**src/hw/rtl/hes_pkg.sv**
```systemverilog
package hes_pkg;

    localparam int unsigned VAL_W     = 32;
    localparam int unsigned COEF_W    = 16;
    localparam int unsigned IDX_OUT_W = 6;
    localparam int unsigned CFG_IDX_W = 2;

    // Register indexes on the configuration port.
    localparam logic [CFG_IDX_W-1:0] REG_COEF  = 2'd0;
    localparam logic [CFG_IDX_W-1:0] REG_INIT  = 2'd1;
    localparam logic [CFG_IDX_W-1:0] REG_FIXED = 2'd2;

    // Reset values.
    localparam logic [COEF_W-1:0]       COEF_RESET  = 16'd328;
    localparam logic signed [VAL_W-1:0] INIT_RESET  = 32'sd6225920;
    localparam logic signed [VAL_W-1:0] FIXED_RESET = 32'sd4915200;

    // Coefficient of 0.5 in Q0.16; at or above it a step is refused.
    localparam logic [COEF_W-1:0] COEF_HALF = 16'd32768;

    localparam logic MODE_RESTART = 1'b0;
    localparam logic MODE_STEP    = 1'b1;

    typedef struct packed {
        logic                    mode;
        logic signed [VAL_W-1:0] left_ghost;
        logic signed [VAL_W-1:0] right_ghost;
        logic signed [VAL_W-1:0] left_boundary_value;
        logic                    use_left_boundary;
        logic                    use_right_boundary;
    } in_t;

    typedef struct packed {
        logic [IDX_OUT_W-1:0]    node_index;
        logic signed [VAL_W-1:0] node_value;
        logic                    last;
        logic                    stability_error;
    } out_t;

    typedef struct packed {
        logic load_init;
        logic calc;
        logic update;
        logic shift;
    } cell_ctrl_t;

endpackage

```
**src/hw/rtl/hes_cell.sv**
```systemverilog
module hes_cell (
    input  logic                             aclk,
    input  logic                             aresetn,
    input  hes_pkg::cell_ctrl_t              ctrl,
    input  logic [hes_pkg::COEF_W-1:0]       coef,
    input  logic signed [hes_pkg::VAL_W-1:0] left_val,
    input  logic signed [hes_pkg::VAL_W-1:0] right_val,
    input  logic signed [hes_pkg::VAL_W-1:0] shift_in,
    input  logic signed [hes_pkg::VAL_W-1:0] init_val,
    input  logic                             repl_en,
    input  logic signed [hes_pkg::VAL_W-1:0] repl_val,
    output logic signed [hes_pkg::VAL_W-1:0] h
);

    localparam int unsigned LAP_W  = hes_pkg::VAL_W + 2;
    localparam int unsigned PROD_W = LAP_W + hes_pkg::COEF_W + 1;
    localparam int unsigned TERM_W = PROD_W + 1 - 16;
    localparam int unsigned SUM_W  = TERM_W + 1;

    logic signed [hes_pkg::VAL_W-1:0] h_reg, h_next;
    logic signed [PROD_W-1:0]         prod_reg;
    logic signed [LAP_W-1:0]          lap;
    logic signed [PROD_W-1:0]         prod_next;
    logic signed [PROD_W:0]           rnd_sum;
    logic signed [TERM_W-1:0]         term;
    logic signed [SUM_W-1:0]          sum;
    logic signed [hes_pkg::VAL_W-1:0] sat_val;

    always_comb begin
        lap = LAP_W'(left_val) - (LAP_W'(h_reg) <<< 1) + LAP_W'(right_val);
        prod_next = PROD_W'($signed({1'b0, coef})) * PROD_W'(lap);
    end

    // Round to nearest, ties up: floor((p + 0.5) / 1.0), then saturate h + term.
    always_comb begin
        rnd_sum = (PROD_W+1)'(prod_reg) + (PROD_W+1)'(32768);
        term    = rnd_sum[PROD_W:16];
        sum     = SUM_W'(h_reg) + SUM_W'(term);
        if (sum > SUM_W'(32'sh7FFF_FFFF)) begin
            sat_val = 32'sh7FFF_FFFF;
        end else if (sum < SUM_W'(32'sh8000_0000)) begin
            sat_val = 32'sh8000_0000;
        end else begin
            sat_val = sum[hes_pkg::VAL_W-1:0];
        end
    end

    always_comb begin
        priority if (ctrl.load_init) begin
            h_next = init_val;
        end else if (ctrl.update) begin
            h_next = repl_en ? repl_val : sat_val;
        end else if (ctrl.shift) begin
            h_next = shift_in;
        end else begin
            h_next = h_reg;
        end
    end

    always_ff @(posedge aclk) begin
        if (!aresetn) begin
            h_reg <= hes_pkg::INIT_RESET;
        end else begin
            h_reg <= h_next;
        end
    end

    always_ff @(posedge aclk) begin
        if (ctrl.calc) begin
            prod_reg <= prod_next;
        end
    end

    assign h = h_reg;

endmodule

```
**config.mk**
```make
export PLATFORM = sky130hd
export DESIGN_NAME = hes_cell
export DESIGN_NICKNAME = d
export VERILOG_FILES = /design/src/hw/rtl/hes_pkg.sv /design/src/hw/rtl/hes_cell.sv
export SDC_FILE = /design/constraint.sdc
export NUM_CORES = 2
export LEC_CHECK = 0
export ABC_AREA = 1
export BUFFER_PORTS_ARGS = -buffer_cell sky130_fd_sc_hd__buf_2
export CAP_MARGIN = 20
export CORE_MARGIN = 2
export CORE_UTILIZATION = 50
export DETAILED_ROUTE_END_ITERATION = 8
export GPL_TIMING_DRIVEN = 0
export PLACE_DENSITY = 0.75
export SETUP_SLACK_MARGIN = 0.5
export SLEW_MARGIN = 5
export SYNTH_ARGS = -nofsm -noshare
export SYNTH_HDL_FRONTEND = slang
export SYNTH_SLANG_ARGS = --single-unit
```
**constraint.sdc**
```tcl
create_clock -name aclk -period 12.9 [get_ports aclk]
set_input_delay 2.58 -clock aclk [delete_from_list [all_inputs] [get_ports aclk]]
set_output_delay 2.58 -clock aclk [all_outputs]
set_load 0.02 [all_outputs]
```
==> Word-level counts from Yosys, hierarchy flattened <==
Index checks and enable logic that the tools add are counted.
{ "totals": {"output_inout_bits": 32, "register_bits": 83, "inputBits": 183, "elab_cells": 16} }
{ "op_classes": {"n_reduce_logical": 1, "n_mux": 6, "order_cmp": 2, "add_sub_neg": 4, "mul": 1} }
{ "ops": {"columns": ["operator", "n"], "rows": [
  ["32-bit two-way mux", 6],
  ["51-bit by 17-bit adder with 52-bit output (second input constant)", 1],
  ["17-bit by 34-bit multiplier with 51-bit output", 1],
  ["32-bit by 36-bit adder with 37-bit output", 1],
  ["37-bit by 32-bit > comparator with 1-bit output (second input constant)", 1],
  ["37-bit by 32-bit less-than comparator with 1-bit output (second input constant)", 1],
  ["34-bit by 32-bit adder with 34-bit output", 1],
  ["32-bit by 33-bit subtractor with 34-bit output", 1],
  ["3-bit nonzero test", 1]
]} }

==> Depth between registers and ports, before layout <==
{ "depth": {"word_depth": 8, "mapped_depth": 40, "depth_no_buf": 39} }

==> Least setup slack after synthesis <==
No wires, ideal clock.
{ "synth_path": {"kind": "input -> register", "start": "input port left_val[31] (netlist bit)", "end": "register prod_reg[50] (data pin)", "t_required_ns": 12.638, "setup_time_ns": 0.262, "stages": 32, "path_slack_ns": 2.793, "path_buffers": 2, "t_arrival_ns": 9.845, "path_cell_list": "inv_1 -> fa_1 -> inv_1 -> ha_1 -> nand2_1 -> nor2_1 -> inv_1 -> nor4_1 -> nand3_1 -> nand3_1 -> xor2_1 -> buf_2 -> nor2_1 -> fa_1 -> fa_1 -> clkbuf_1 -> inv_1 -> fa_1 -> inv_1 -> fa_1 -> inv_1 -> fa_1 -> fa_1 -> inv_1 -> ha_1 -> nand2_1 -> nor2_1 -> nand2_1 -> o211ai_1 -> a211oi_1 -> a21oi_1 -> xor2_1"} }
{ "synth_via": {"elab_chain_cells": 3} }
{ "synth_lines": {"columns": ["item", "line", "source"], "rows": [
  ["start, declared", "hes_cell.sv:6", "input logic signed [hes_pkg::VAL_W-1:0] left_val,"],
  ["32-bit by 33-bit subtractor with 34-bit output", "hes_cell.sv:30", "lap = LAP_W'(left_val) - (LAP_W'(h_reg) <<< 1) + LAP_W'(right_val);"],
  ["34-bit by 32-bit adder with 34-bit output", "hes_cell.sv:30", null],
  ["17-bit by 34-bit multiplier with 51-bit output", "hes_cell.sv:31", "prod_next = PROD_W'($signed({1'b0, coef})) * PROD_W'(lap);"],
  ["via prod_next[50]", "hes_cell.sv:23", "logic signed [PROD_W-1:0] prod_next;"],
  ["end signal, assigned", "hes_cell.sv:70", "prod_reg <= prod_next;"],
  ["end, declared", "hes_cell.sv:21", "logic signed [PROD_W-1:0] prod_reg;"]
]} }
The timed path passes the listed nets, and every way through them passes these cells.
A chain may end at the register's enable or synchronous reset.

==> Worst setup path in the final report <==
{ "layout_path": {"start": "input port left_val[2] (netlist bit)", "end": "register prod_reg[50] (data pin)"} }
Same word-level chain as after synthesis.

==> results by group <==
Run status
  – Status: finished, final reports clean

Final layout
  – Synthesis-to-finish area growth: 8.19%
  – Layout net count: 4,963
  – Max reg flops: 36
  – Share of cells above drive strength 1: 0.0932

Logic synthesis
  – Largest cells by area after synthesis: fa_1, inv_1, nand2_1
  – Synth Net Count: 4,743
  – Post-synth EDFFs: 36
  – Commonest cells in the netlist: inv_1, nand2_1, fa_1
  – Most common cell in the netlist: inv_1
  – Top-area cell type share of the netlist area: 0.383
  – Asr flop ratio synth: 0
  – Synth Flop Type: edfxtp_1
  – Synth Cell Area: 0.0283 mm2
  – Sequential fraction of the synthesis area: 0.0608
  – FF+latch count, synth: 68
  – Largest area contributor in the netlist: fa_1
  – Synth cell types: 53
  – Average size of a mapped cell: 7.39 um2
  – YS warnings: 0
  – Cells after Synth: 3,829

Floorplan
  – Ports: 215
  – Initial Util: 0.504
  – Chip width: 242 um
  – CORE AREA: 0.0562 mm2
  – DIE AREA: 0.0585 mm2
  – Chip height: 242 um
  – Rows: 87

Placed design
  – Hpwl dp: 78,400 um
  – GPL Wtd Cong: 1.01
  – PortBufs: 205

Setup path
  – CP max stage delay: 0.80 ns
  – Worst EP required: 12.99 ns
  – Worst path arrival time: 11.63 ns
  – Worst Path Buf+Inv: 10
  – Worst Path Max Fanout: 10
  – Crit path kind: input port to flop
  – Crit end category: flop
  – Largest delay share family, worst path: adder cells
  – Worst Setup Start Kind: input port
  – Slowest CP cell: fa_1

Routing
  – Drt drc: 0
  – Routed wire length: 89,900 um
  – Final ANT Viol Nets: 0
  – First-pass iteration count of the detailed router: 6
  – Initial DRC count: 2,144
  – Avg Vias per Cell: 5.23
  – Via count: 25,200
  – Avg WL per Cell: 18.7 um

Clocking
  – H-tree levels: 3
  – CTS tree: built
  – Clock Latency Late Sink: 0.38 ns
  – Reg clk slew, reported paths: 0.06 ns
  – CTS buffer count: 9
  – Post_cts resized: 0
  – Longest Clk Path Bufs: 2
  – Cts-stage hold buffer count: 0
  – Clk Tree Root Cell: clkbuf_16
  – Post-CTS Setup Inserts: 0
  – CTS sink cnt: 68

Global route
  – Largest net degree at the start of global routing: 37
  – Global route total overflow: 0
  – Vias in the first global route: 26,400
  – Initial antenna violation count: 3
  – Total GRT Usage: 0.313
  – First-pass GRT wire length: 141,000 um

Timing
  – Clock skew: 0.0175 ns
  – Unrepaired setup endpoints after global routing: no
  – Minimum clock period: 11.55 ns
  – Hold Fails Final Rpt: 0
  – Fmax achieved: 0.0866 GHz
  – Post-route clock period utilization: 0.895
  – Measured slew at the worst slew-check pin: 1.14 ns
  – Final Slew Violations: 0
  – Final setup violation count: 0
  – TNS Setup: 0 ns
  – Rel. slew slack: 0.234

Worst hold path
  – Hold Path Class: flop to flop

Flow run
  – Max_cap viols: 0
==> cells by family after synthesis <==
family,after synthesis,synth area share
AOI/OAI and AO/OA,341,0.0676
DFF,68,0.0608
xor gates and xnor gates,132,0.0414
and+or+nand+nor,1496,0.220
adders and majority gates,731,0.467
buffers and inverters,1061,0.144
==> worst min-delay path: stages (launching register included) <==
cell	delay [ns]
dfxtp_1	0.36
nand2_1	0.08
a21oi_1	0.06
==> layout by cell type, fill, tap and decap left out, types with 16 or more instances in the layout <==
master	count
fa_1	542
xnor2_1	53
xor2_1	77
nand2_1	775
nor2_1	439
inv_1	939
nand3_1	98
nand4_1	16
dfxtp_1	32
buf_2	225
ha_1	189
or2_2	83
nor3_1	31
edfxtp_1	36
clkbuf_1	83
a21oi_1	205
o21ai_0	55
==> cell type report <==
type / instances / area (um2)
Fill cell: 5518 / 25500
Multi-Input combinational cell: 2700 / 22500
Inverter: 948 / 3560
Sequential cell: 68 / 1720
Timing Repair Buffer: 209 / 1050
Tap cell: 756 / 946
Buffer: 113 / 508
Clock buffer: 9 / 225
Clock inverter: 7 / 90.1
Antenna cell: 1 / 2.50
==> stage by stage <==
step | instance area [um2] | util | std cells | hold WS, ns | setup slack [ns]
CTS | 30600 | 0.545 | 4809 | 0.530 | 1.47
finish | 30600 | 0.545 | 4811 | 0.542 | 1.35
detailed placement | 30300 | 0.539 | 4793 | 0.522 | 1.14
floorplan | 28300 | - | 3829 | 0.582 | 2.79
global route | 30600 | 0.545 | 4810 | 0.560 | 0.782
global placement | 30300 | 0.539 | 4790 | 0.527 | 0.882
==> worst paths after layout <==
path                    start           end  slack [ns]  depth (start not counted)
setup / recovery  left_val[2]  prod_reg[50]        1.35                         31
hold / removal           h[9]          h[9]        0.54                          2
setup reg to reg        h[31]  prod_reg[50]        3.27                         29
hold reg to reg          h[9]          h[9]        0.54                          2
==> per-layer routing <==
layer,routed length [um],vias up,GRT usage
met3,9650,243,0.0864
met4,4140,4,0.128
li1,-,11700,-
met1,34700,12000,0.384
met2,41500,1220,0.521
met5,30,-,0
Power is not shown: default switching activity piles up to over one toggle a cycle in this logic, so the estimate is an artifact.
